`config.mk`:
```
export PLATFORM = sky130hd
export DESIGN_NAME = tar_header_validator_flat
export DESIGN_NICKNAME = d
export VERILOG_FILES = /design/src/sv/tarhv_pkg.sv /design/src/sv/tarhv_req_if.sv /design/src/sv/tarhv_rsp_if.sv /design/src/sv/tarhv_field_parse.sv /design/src/sv/tarhv_verdict.sv /design/src/sv/tar_header_validator.sv /design/src/flat_wrapper.sv
export SDC_FILE = /design/constraint.sdc
export NUM_CORES = 1
export LEC_CHECK = 0
export BUFFER_PORTS_ARGS = -buffer_cell sky130_fd_sc_hd__buf_2
export CORE_MARGIN = 5
export CORE_UTILIZATION = 27
export DETAILED_ROUTE_END_ITERATION = 10
export GPL_ROUTABILITY_DRIVEN = 0
export PLACE_DENSITY = 0.47
export SKIP_LAST_GASP = 1
export SLEW_MARGIN = 20
export SYNTH_ARGS = -nofsm -noshare
export SYNTH_HDL_FRONTEND = slang
export SYNTH_SLANG_ARGS = --single-unit
```
`constraint.sdc`:
```
create_clock -name clock -period 6.3 [get_ports clock]
set_input_delay 0 -clock clock [delete_from_list [all_inputs] [get_ports clock]]
set_output_delay 0 -clock clock [all_outputs]
set_load 0.02 [all_outputs]
```
`src/sv/tarhv_pkg.sv`:
```
package tarhv_pkg;

   // Field widths of the header parse.
   localparam int POS_W   = 9;
   localparam int SUM_W   = 17;
   localparam int CSUM_W  = 11;
   localparam int CHK_W   = 22;
   localparam int SIZE_W  = 34;
   localparam int MODE_W  = 22;
   localparam int TIME_W  = 36;
   localparam int MTIME_W = 37;

   // Byte offsets of the header fields (end offsets are exclusive).
   localparam logic [POS_W-1:0] POS_NAME_END   = 9'd100;
   localparam logic [POS_W-1:0] POS_MODE_END   = 9'd107;
   localparam logic [POS_W-1:0] POS_SIZE_BEGIN = 9'd124;
   localparam logic [POS_W-1:0] POS_SIZE_END   = 9'd135;
   localparam logic [POS_W-1:0] POS_TIME_BEGIN = 9'd136;
   localparam logic [POS_W-1:0] POS_CHK_BEGIN  = 9'd148;
   localparam logic [POS_W-1:0] POS_CHK_DIGITS = 9'd155;
   localparam logic [POS_W-1:0] POS_LINK       = 9'd156;
   localparam logic [POS_W-1:0] POS_LAST       = 9'd511;

   // Characters that the parser and the verdict look for.
   localparam logic [7:0] CH_NUL    = 8'h00;
   localparam logic [7:0] CH_TAB    = 8'h09;
   localparam logic [7:0] CH_CR     = 8'h0D;
   localparam logic [7:0] CH_SPACE  = 8'h20;
   localparam logic [7:0] CH_PLUS   = 8'h2B;
   localparam logic [7:0] CH_MINUS  = 8'h2D;
   localparam logic [7:0] CH_SLASH  = 8'h2F;
   localparam logic [7:0] CH_ZERO   = 8'h30;
   localparam logic [7:0] CH_SEVEN  = 8'h37;
   localparam logic [7:0] CH_NINE   = 8'h39;
   localparam logic [7:0] CH_BSLASH = 8'h5C;

   // The checksum field counts as eight spaces.
   localparam logic [SUM_W:0] CHK_SPACE_SUM = 18'd256;

   // Mode bit that marks a directory.
   localparam int MODE_DIR_BIT = 14;

   // Result status codes.
   localparam logic [1:0] STATUS_VALID    = 2'd0;
   localparam logic [1:0] STATUS_END      = 2'd1;
   localparam logic [1:0] STATUS_MISMATCH = 2'd2;
   localparam logic [1:0] STATUS_LINK     = 2'd3;

   // Everything the verdict needs once the last byte of a block is in.
   typedef struct packed {
      logic [SUM_W-1:0]  block_sum;
      logic [CSUM_W-1:0] check_field_sum;
      logic [CHK_W-1:0]  stored_check;
      logic [7:0]        link_type;
      logic [SIZE_W-1:0] size;
      logic              mode_dir;
      logic [7:0]        last_name_char;
      logic [TIME_W-1:0] time_accum;
      logic              time_negative;
   } tarhv_summary_type;

endpackage

```
`src/sv/tarhv_req_if.sv`:
```
interface tarhv_req_if;
   logic       valid;
   logic       ready;
   logic [7:0] hdr_byte;

   modport source (output valid, output hdr_byte, input ready);
   modport sink (input valid, input hdr_byte, output ready);
endinterface

```
`src/sv/tarhv_rsp_if.sv`:
```
interface tarhv_rsp_if;
   import tarhv_pkg::*;

   logic                      valid;
   logic                      ready;
   logic [1:0]                status;
   logic [SIZE_W-1:0]         file_size;
   logic signed [MTIME_W-1:0] mod_time;
   logic                      is_directory;

   modport source (output valid, output status, output file_size, output mod_time,
                   output is_directory, input ready);
   modport sink (input valid, input status, input file_size, input mod_time,
                 input is_directory, output ready);
endinterface

```
`src/sv/tarhv_field_parse.sv`:
```
module tarhv_field_parse (
   input  logic                         clock,
   input  logic                         reset,
   input  logic                         consume,
   input  logic [7:0]                   hdr_byte,
   output logic                         last_byte,
   output tarhv_pkg::tarhv_summary_type summary
);
   import tarhv_pkg::*;

   // Phases of the mtime parse.
   localparam logic [1:0] TP_SKIP   = 2'd0;
   localparam logic [1:0] TP_SIGN   = 2'd1;
   localparam logic [1:0] TP_DIGITS = 2'd2;
   localparam logic [1:0] TP_STOP   = 2'd3;

   logic [POS_W-1:0]  pos_ff, pos_in;
   logic [SUM_W-1:0]  sum_ff, sum_in;
   logic [CSUM_W-1:0] csum_ff, csum_in;
   logic [CHK_W-1:0]  chk_ff, chk_in;
   logic [SIZE_W-1:0] size_ff, size_in;
   logic [MODE_W-1:0] mode_ff, mode_in;
   logic [TIME_W-1:0] time_ff, time_in;
   logic [1:0]        phase_ff, phase_in;
   logic              neg_ff, neg_in;
   logic              name_end_ff, name_end_in;
   logic [7:0]        last_ch_ff, last_ch_in;
   logic [7:0]        link_ff, link_in;

   logic              is_white;
   logic              is_oct;
   logic [SIZE_W-1:0] size_oct;
   logic [SIZE_W-1:0] mode_oct;
   logic [SIZE_W-1:0] chk_oct;

   // Loose octal step: any decimal digit is ORed in after a shift by three.
   function automatic logic [SIZE_W-1:0] loose_octal(input logic [SIZE_W-1:0] acc,
                                                     input logic [7:0] c);
      logic [SIZE_W-1:0] shifted;
      begin
         shifted = {acc[SIZE_W-4:0], 3'b000};
         if (c >= CH_ZERO && c <= CH_NINE) begin
            loose_octal = shifted | SIZE_W'(c - CH_ZERO);
         end else begin
            loose_octal = acc;
         end
      end
   endfunction

   assign last_byte = (pos_ff == POS_LAST);
   assign is_white  = (hdr_byte == CH_SPACE) || (hdr_byte >= CH_TAB && hdr_byte <= CH_CR);
   assign is_oct    = (hdr_byte >= CH_ZERO) && (hdr_byte <= CH_SEVEN);
   assign size_oct  = loose_octal(size_ff, hdr_byte);
   assign mode_oct  = loose_octal(SIZE_W'(mode_ff), hdr_byte);
   assign chk_oct   = loose_octal(SIZE_W'(chk_ff), hdr_byte);

   // Per-byte update of the running sum and the field being passed.
   always_comb begin
      pos_in      = pos_ff;
      sum_in      = sum_ff;
      csum_in     = csum_ff;
      chk_in      = chk_ff;
      size_in     = size_ff;
      mode_in     = mode_ff;
      time_in     = time_ff;
      phase_in    = phase_ff;
      neg_in      = neg_ff;
      name_end_in = name_end_ff;
      last_ch_in  = last_ch_ff;
      link_in     = link_ff;
      if (consume) begin
         pos_in = pos_ff + 1'b1;
         sum_in = sum_ff + SUM_W'(hdr_byte);
         if (pos_ff < POS_NAME_END) begin
            if (!name_end_ff) begin
               if (hdr_byte == CH_NUL) begin
                  name_end_in = 1'b1;
               end else begin
                  last_ch_in = hdr_byte;
               end
            end
         end else if (pos_ff < POS_MODE_END) begin
            mode_in = mode_oct[MODE_W-1:0];
         end else if (pos_ff >= POS_SIZE_BEGIN && pos_ff < POS_SIZE_END) begin
            size_in = size_oct;
         end else if (pos_ff >= POS_TIME_BEGIN && pos_ff < POS_CHK_BEGIN) begin
            // Signed octal after white space; the first other character stops it.
            if (phase_ff == TP_SKIP && is_white) begin
               phase_in = phase_ff;
            end else if (phase_ff == TP_SKIP &&
                         (hdr_byte == CH_PLUS || hdr_byte == CH_MINUS)) begin
               neg_in   = (hdr_byte == CH_MINUS);
               phase_in = TP_SIGN;
            end else if (phase_ff == TP_STOP) begin
               phase_in = phase_ff;
            end else if (is_oct) begin
               time_in  = {time_ff[TIME_W-4:0], hdr_byte[2:0]};
               phase_in = TP_DIGITS;
            end else begin
               phase_in = TP_STOP;
            end
         end else if (pos_ff >= POS_CHK_BEGIN && pos_ff < POS_LINK) begin
            csum_in = csum_ff + CSUM_W'(hdr_byte);
            if (pos_ff < POS_CHK_DIGITS) begin
               chk_in = chk_oct[CHK_W-1:0];
            end
         end else if (pos_ff == POS_LINK) begin
            link_in = hdr_byte;
         end
         // The last byte closes the block and starts the next one clean.
         if (last_byte) begin
            sum_in      = '0;
            csum_in     = '0;
            chk_in      = '0;
            size_in     = '0;
            mode_in     = '0;
            time_in     = '0;
            phase_in    = TP_SKIP;
            neg_in      = 1'b0;
            name_end_in = 1'b0;
            last_ch_in  = '0;
            link_in     = '0;
         end
      end
   end

   always_ff @(posedge clock) begin
      if (reset) begin
         pos_ff      <= '0;
         sum_ff      <= '0;
         csum_ff     <= '0;
         chk_ff      <= '0;
         size_ff     <= '0;
         mode_ff     <= '0;
         time_ff     <= '0;
         phase_ff    <= TP_SKIP;
         neg_ff      <= 1'b0;
         name_end_ff <= 1'b0;
         last_ch_ff  <= '0;
         link_ff     <= '0;
      end else begin
         pos_ff      <= pos_in;
         sum_ff      <= sum_in;
         csum_ff     <= csum_in;
         chk_ff      <= chk_in;
         size_ff     <= size_in;
         mode_ff     <= mode_in;
         time_ff     <= time_in;
         phase_ff    <= phase_in;
         neg_ff      <= neg_in;
         name_end_ff <= name_end_in;
         last_ch_ff  <= last_ch_in;
         link_ff     <= link_in;
      end
   end

   // The last byte lies outside every field, so only the sum takes it in.
   always_comb begin
      summary.block_sum       = sum_ff + SUM_W'(hdr_byte);
      summary.check_field_sum = csum_ff;
      summary.stored_check    = chk_ff;
      summary.link_type       = link_ff;
      summary.size            = size_ff;
      summary.mode_dir        = mode_ff[MODE_DIR_BIT];
      summary.last_name_char  = last_ch_ff;
      summary.time_accum      = time_ff;
      summary.time_negative   = neg_ff;
   end

endmodule

```
`src/sv/tarhv_verdict.sv`:
```
module tarhv_verdict (
   input  logic                         clock,
   input  logic                         reset,
   input  logic                         load,
   input  tarhv_pkg::tarhv_summary_type summary,
   output logic                         slot_free,
   tarhv_rsp_if.source                  rsp
);
   import tarhv_pkg::*;

   logic [SUM_W:0]     computed;
   logic               chk_match;
   logic               link_ok;
   logic [1:0]         status_in, status_ff;
   logic [SIZE_W-1:0]  size_in, size_ff;
   logic [MTIME_W-1:0] mtime_in, mtime_ff;
   logic               dir_in, dir_ff;
   logic               valid_ff;

   // Checksum with the checksum field counted as spaces.
   assign computed  = {1'b0, summary.block_sum} - (SUM_W + 1)'(summary.check_field_sum)
                      + CHK_SPACE_SUM;
   assign chk_match = (summary.stored_check == CHK_W'(computed));
   assign link_ok   = (summary.link_type == CH_ZERO) || (summary.link_type == CH_NUL);

   // Status priority and the payload of a valid entry.
   always_comb begin
      size_in  = '0;
      mtime_in = '0;
      dir_in   = 1'b0;
      if (summary.block_sum == '0) begin
         status_in = STATUS_END;
      end else if (!chk_match) begin
         status_in = STATUS_MISMATCH;
      end else if (!link_ok) begin
         status_in = STATUS_LINK;
      end else begin
         status_in = STATUS_VALID;
         size_in   = summary.size;
         if (summary.time_negative) begin
            mtime_in = MTIME_W'(0) - {1'b0, summary.time_accum};
         end else begin
            mtime_in = {1'b0, summary.time_accum};
         end
         dir_in = summary.mode_dir || (summary.last_name_char == CH_SLASH) ||
                  (summary.last_name_char == CH_BSLASH);
      end
   end

   // Result register; it reloads in the cycle it is taken.
   always_ff @(posedge clock) begin
      if (reset) begin
         valid_ff <= 1'b0;
      end else if (load) begin
         valid_ff <= 1'b1;
      end else if (rsp.ready) begin
         valid_ff <= 1'b0;
      end
   end

   always_ff @(posedge clock) begin
      if (load) begin
         status_ff <= status_in;
         size_ff   <= size_in;
         mtime_ff  <= mtime_in;
         dir_ff    <= dir_in;
      end
   end

   assign slot_free        = !valid_ff || rsp.ready;
   assign rsp.valid        = valid_ff;
   assign rsp.status       = status_ff;
   assign rsp.file_size    = size_ff;
   assign rsp.mod_time     = $signed(mtime_ff);
   assign rsp.is_directory = dir_ff;

endmodule

```
`src/sv/tar_header_validator.sv`:
```
// The result of a block is registered: its last byte passes the input register, and the
// verdict is loaded into the result register when that byte is parsed.
// One header byte per cycle when unstalled.
// The input register frees itself in the cycle it is parsed; only a full result register
// stalls the last byte of a block.
// Reset is synchronous and clears the byte position, all field accumulators and both
// valid flags; the first byte after reset is offset 0 of a new block.
module tar_header_validator (
   input  logic       clock,
   input  logic       reset,
   tarhv_req_if.sink  req,
   tarhv_rsp_if.source rsp
);
   import tarhv_pkg::*;

   logic              in_valid_ff, in_valid_in;
   logic [7:0]        byte_ff, byte_in;
   logic              req_take;
   logic              consume;
   logic              last_byte;
   logic              slot_free;
   logic              rsp_load;
   tarhv_summary_type summary;

   // Input register: a byte is parsed unless it closes a block and the result is stuck.
   assign consume   = in_valid_ff && (!last_byte || slot_free);
   assign req.ready = !in_valid_ff || consume;
   assign req_take  = req.valid && req.ready;
   assign rsp_load  = consume && last_byte;

   always_comb begin
      in_valid_in = in_valid_ff;
      byte_in     = byte_ff;
      if (req_take) begin
         in_valid_in = 1'b1;
         byte_in     = req.hdr_byte;
      end else if (consume) begin
         in_valid_in = 1'b0;
      end
   end

   always_ff @(posedge clock) begin
      if (reset) begin
         in_valid_ff <= 1'b0;
      end else begin
         in_valid_ff <= in_valid_in;
      end
   end

   always_ff @(posedge clock) begin
      byte_ff <= byte_in;
   end

   // Field parse and running checksum.
   tarhv_field_parse u_parse (
      .clock     (clock),
      .reset     (reset),
      .consume   (consume),
      .hdr_byte  (byte_ff),
      .last_byte (last_byte),
      .summary   (summary)
   );

   // Verdict and result register.
   tarhv_verdict u_verdict (
      .clock     (clock),
      .reset     (reset),
      .load      (rsp_load),
      .summary   (summary),
      .slot_free (slot_free),
      .rsp       (rsp)
   );

   // A new result never overwrites one that has not been taken.
   assert property (@(posedge clock) disable iff (reset)
      rsp_load |-> (!rsp.valid || rsp.ready))
      else $error("result register overwritten");

   // Parsing the last byte of a block always shows a result next cycle.
   assert property (@(posedge clock) disable iff (reset)
      rsp_load |=> rsp.valid)
      else $error("block closed without a result");

   // Only a valid entry carries payload.
   assert property (@(posedge clock) disable iff (reset)
      (rsp.valid && rsp.status != STATUS_VALID) |->
      (rsp.file_size == '0 && rsp.mod_time == '0 && !rsp.is_directory))
      else $error("payload set on a rejected block");

endmodule
```
`src/flat_wrapper.sv`:
```
// flat-port wrapper written by rule: the top's interface ports become plain ports
module tar_header_validator_flat import tarhv_pkg::*;
  (clock, reset, req_valid, req_hdr_byte, req_ready, rsp_valid, rsp_status, rsp_file_size, rsp_mod_time, rsp_is_directory, rsp_ready);
  tarhv_req_if req_i ();
  tarhv_rsp_if rsp_i ();
  input  logic clock;
  input  logic reset;
  input wire logic [$bits(req_i.valid)-1:0] req_valid;
  input wire logic [$bits(req_i.hdr_byte)-1:0] req_hdr_byte;
  output wire logic [$bits(req_i.ready)-1:0] req_ready;
  output wire logic [$bits(rsp_i.valid)-1:0] rsp_valid;
  output wire logic [$bits(rsp_i.status)-1:0] rsp_status;
  output wire logic [$bits(rsp_i.file_size)-1:0] rsp_file_size;
  output wire logic [$bits(rsp_i.mod_time)-1:0] rsp_mod_time;
  output wire logic [$bits(rsp_i.is_directory)-1:0] rsp_is_directory;
  input wire logic [$bits(rsp_i.ready)-1:0] rsp_ready;
  assign req_i.valid = req_valid;
  assign req_i.hdr_byte = req_hdr_byte;
  assign req_ready = req_i.ready;
  assign rsp_valid = rsp_i.valid;
  assign rsp_status = rsp_i.status;
  assign rsp_file_size = rsp_i.file_size;
  assign rsp_mod_time = rsp_i.mod_time;
  assign rsp_is_directory = rsp_i.is_directory;
  assign rsp_i.ready = rsp_ready;
  tar_header_validator u_core (.clock(clock), .reset(reset), .req(req_i), .rsp(rsp_i));
endmodule
```
==> results.sh <==
export IMPL_path_cells="fa_1 > a211oi_1 > o21ai_1 > o31ai_1 > buf_4 > xnor2_1 > ha_1 > ha_1 > a21oi_1 > o21ai_1 > mux2i_1 > o21ai_1 > or4_1 > or4_1 > or4_4 > buf_12 > nor3_2"
export IMPL_crit_fanout=73
export IMPL_final_layout_size_suffix_gt1_share_pct=17.4
export IMPL_cts_clk_slew_worst_paths_ns=0.06
export IMPL_grt_pass1_wl_um=52100
export IMPL_dpl_worst_slack_ns=0.344
export IMPL_dpl_cell_area_um2=13500
export IMPL_cts_tree="done"
export IMPL_p_leak_nw=5.55
export IMPL_clock_sinks=238
export IMPL_synth_top_family_by_area="simple AND/OR/NAND/NOR gates"
export IMPL_start_kind="flop"
export IMPL_crit_top_cell="o21ai_1"
export IMPL_synthSimpleGateAreaFrac_pct=20.1
export IMPL_fin_util_pct=32.3
export IMPL_critPathBufInv=2
export IMPL_dp_cells=1953
export IMPL_ioPinCount=88
export IMPL_port_buffer_count=87
export IMPL_grt_pass1_vias=9493
export IMPL_regArea_um2=5590
export IMPL_ff2ff_path_depth=17
export IMPL_crit_type="flop to flop"
export IMPL_n_fill_cell=4775
export IMPL_relSlewSlack_pct=36.6
export IMPL_clock_latency_ns=0.57
export IMPL_synth_edff_count=82
export IMPL_slowest_delay_ns=0.58
export IMPL_ys_seq_elements=238
export IMPL_drt_pre_antenna_iters=5
export IMPL_synth_common_cells="dfxtp_1, nor2_1, a21oi_1"
export IMPL_grt_use_total_pct=12.4
export IMPL_cp_num_cells=17
export IMPL_cts_max_path_buffers=3
export IMPL_design_area_um2=14700
export IMPL_num_vias=9744
export IMPL_synthArstFlopShare_pct=0
export IMPL_start_util_pct=27.4
export IMPL_cp_top_family="simple AND/OR/NAND/NOR gates"
export IMPL_grt_overflow_total=0
export IMPL_via_per_inst=4.82
export IMPL_yosysTopAreaCell="dfxtp_1"
export IMPL_synth_most_common_cell="dfxtp_1"
export IMPL_antenna_cells=0
export IMPL_antenna_found_initial=0
export IMPL_core_area_um2=45500
export IMPL_syn_area_um2=12500
export IMPL_outcome="completed"
export IMPL_hold_viol_final=0
export IMPL_drt_wirelength_per_cell_um=15.9
export IMPL_yosysWarningCount=0
export IMPL_synth_compound_area_share_pct=16.7
export IMPL_synth_ff_type="dfxtp_1"
export IMPL_synth_top_cell_area_share_pct=25.1
export IMPL_cp_arrival_ns=6.22
export IMPL_synthCells=1322
export IMPL_synth_net_count=1389
export IMPL_post_route_drc_count=0
export IMPL_maxCapViolCount=0
export IMPL_crit_required_ns=6.72
export IMPL_whs_path_depth=2
export IMPL_fin_ws_ns=0.499
export IMPL_fin_skew_ns=0.0212
export IMPL_num_rows=78
export IMPL_worstMarginPinSlew_ns=0.951
export IMPL_synthToLayoutAreaGrowth_pct=18.0
export IMPL_hpwl_um=21900
export IMPL_fin_nets=1465
export IMPL_grt_setup_unrepaired="no"
export IMPL_finalSetupViolCount=0
export IMPL_cts_buffers=28
export IMPL_worstHoldPathType="input pin to flop"
export IMPL_synth_cell_types=64
export IMPL_vdd_drop_max_v=0.000188
export IMPL_slowest_stage="edfxtp_1"
export IMPL_die_h_um=225
export IMPL_min_period_ns=5.80
export IMPL_critPathCaptureType="flop"
export IMPL_ant_nets=0
export IMPL_timing_fmax_ghz=0.172
export IMPL_drt_iter0_drc=562
export IMPL_synthMuxAreaShare_pct=1.06
export IMPL_synth_xor_area_share_pct=6.46
export IMPL_layoutNonFillerInstCount=2020
export IMPL_synth_adder_area_share_pct=5.70
export IMPL_die_x_um=225
export IMPL_root_buffer="clkbuf_16"
export IMPL_maxSlewViolCount=0
export IMPL_wirelength_um=32100
export IMPL_syn_area_per_cell_um2=9.43
export IMPL_die_area_um2=50600
export IMPL_h_tree_depth=1
export IMPL_synth_area_leaders="dfxtp_1, edfxtp_1, nor3_2, ha_1, nor2_1"
export IMPL_multi_input_area_um2=6260
export IMPL_grt_start_max_net_pins=81
export IMPL_tns_ns=0
export IMPL_powerDensity_nw_per_um2=256
export IMPL_yosysSeqAreaShare_pct=44.8
export IMPL_period_share_pct=92.1
[layout by cell type (no fill, tap or decap), types with 7 or more instances in the layout]
master,n
a21o_1,11
a21oi_1,96
a22o_1,33
a22oi_1,11
a31oi_1,9
and3_1,7
buf_2,87
buf_4,25
clkbuf_1,8
clkbuf_16,29
dfxtp_1,156
dlygate4sd3_1,13
edfxtp_1,82
ha_1,52
inv_1,71
mux2i_1,11
nand2_1,70
nand2b_1,11
nand3_1,34
nand4_1,14
nor2_1,145
nor2b_1,12
nor3_1,27
nor3_2,72
nor4_1,8
o21ai_0,66
o2bb2ai_1,19
o31ai_1,20
o41ai_1,7
or3_1,10
or4_1,9
xnor2_1,36
xor2_1,56
[per-stage QoR]
step                hold WS (ns)  total power (W)
floorplan                 0.0989          0.00193
global placement           0.178          0.00203
detailed placement         0.178          0.00203
CTS                        0.114          0.00383
global route               0.135          0.00394
finish                     0.151          0.00377
[kinds of logic after synthesis]
kind of cell    Yosys count
mux                      13
flops                   238
compound gates          321
fa+ha+maj                55
buf+inv                 154
xor+xnor                 92
simple gates            449
[what timing repair did]
item / 4_1_cts / 5_1_grt
hold buffers: 13 / 0
resized for setup: 0 / 3
hold endpoints to repair: 31 / 0
endpoints found under the setup margin: 0 / 71
buffers inserted: 0 / 1
[cell type report]
cell class	instances	share of cell area, %
Timing Repair Buffer	128	5.58
Sequential cell	238	38.0
Inverter	72	1.85
Tap cell	600	5.10
Clock inverter	9	1.22
Clock buffer	43	5.70
Multi-Input combinational cell	930	42.6
[flip-flops by register name, summed over array words and instances, names as in the netlist]
| signal | flops |
|---|---|
| u_core.u_parse.neg_ff | 1 |
| u_core.u_parse.size_ff | 34 |
| u_core.u_verdict.rsp.is_directory | 1 |
| u_core.byte_ff | 8 |
| u_core.u_parse.chk_ff | 22 |
| u_core.u_parse.name_end_ff | 1 |
| u_core.u_verdict.rsp.status | 2 |
| u_core.u_parse.sum_ff | 17 |
| u_core.u_parse.last_ch_ff | 8 |
| u_core.u_parse.link_ff | 8 |
| u_core.u_parse.csum_ff | 11 |
| u_core.u_parse.pos_ff | 9 |
| u_core.u_parse.time_ff | 36 |
| u_core.u_verdict.rsp.file_size | 34 |
| u_core.u_parse.mode_ff | 5 |
| u_core.u_verdict.rsp.valid | 1 |
| u_core.u_verdict.rsp.mod_time | 37 |
| u_core.u_parse.phase_ff | 2 |
| u_core.in_valid_ff | 1 |
[where the power goes]
part           leakage (nW)  internal [W]  switching, W
sequential             2.19       0.00159     0.0000134
combinational          2.86      0.000159      0.000238
clock                 0.495       0.00109      0.000679
total                  5.55       0.00284      0.000930
[worst paths after layout]
| kind | to | slack, ns | start |
|---|---|---|---|
| setup / recovery | u_core.u_verdict.rsp.mod_time[22]$_SDFFCE_PP0P_ | 0.50 | u_core.byte_ff[1]$_DFFE_PP_ |
| hold / removal | u_core.byte_ff[3]$_DFFE_PP_ | 0.15 | req_hdr_byte[3] |
| setup reg to reg | u_core.u_verdict.rsp.mod_time[22]$_SDFFCE_PP0P_ | 0.50 | u_core.byte_ff[1]$_DFFE_PP_ |
| hold reg to reg | u_core.u_parse.mode_ff[5]$_SDFFE_PP0P_ | 0.45 | u_core.u_parse.mode_ff[5]$_SDFFE_PP0P_ |
[routing by layer]
| metal | vias to the layer above | GRT usage [%] | wire [um] |
|---|---|---|---|
| met1 | 4646 | 17.4 | 15400 |
| met4 | 0 | 2.73 | 664 |
| met3 | 46 | 2.14 | 1300 |
| met5 | - | 0 | 0 |
| met2 | 167 | 20.2 | 14800 |
| li1 | 4885 | - | - |
[worst register-to-register path: stages (launching register included)]
cell      delay (ns)
edfxtp_1        0.58
fa_1            0.53
a211oi_1        0.28
o21ai_1         0.19
o31ai_1         0.28
buf_4           0.19
xnor2_1         0.15
ha_1            0.27
ha_1            0.40
a21oi_1         0.12
o21ai_1         0.24
mux2i_1         0.25
o21ai_1         0.08
or4_1           0.49
or4_1           0.53
or4_4           0.51
buf_12          0.24
nor3_2          0.33
No activity file was read; power rests on OpenSTA's default activity.
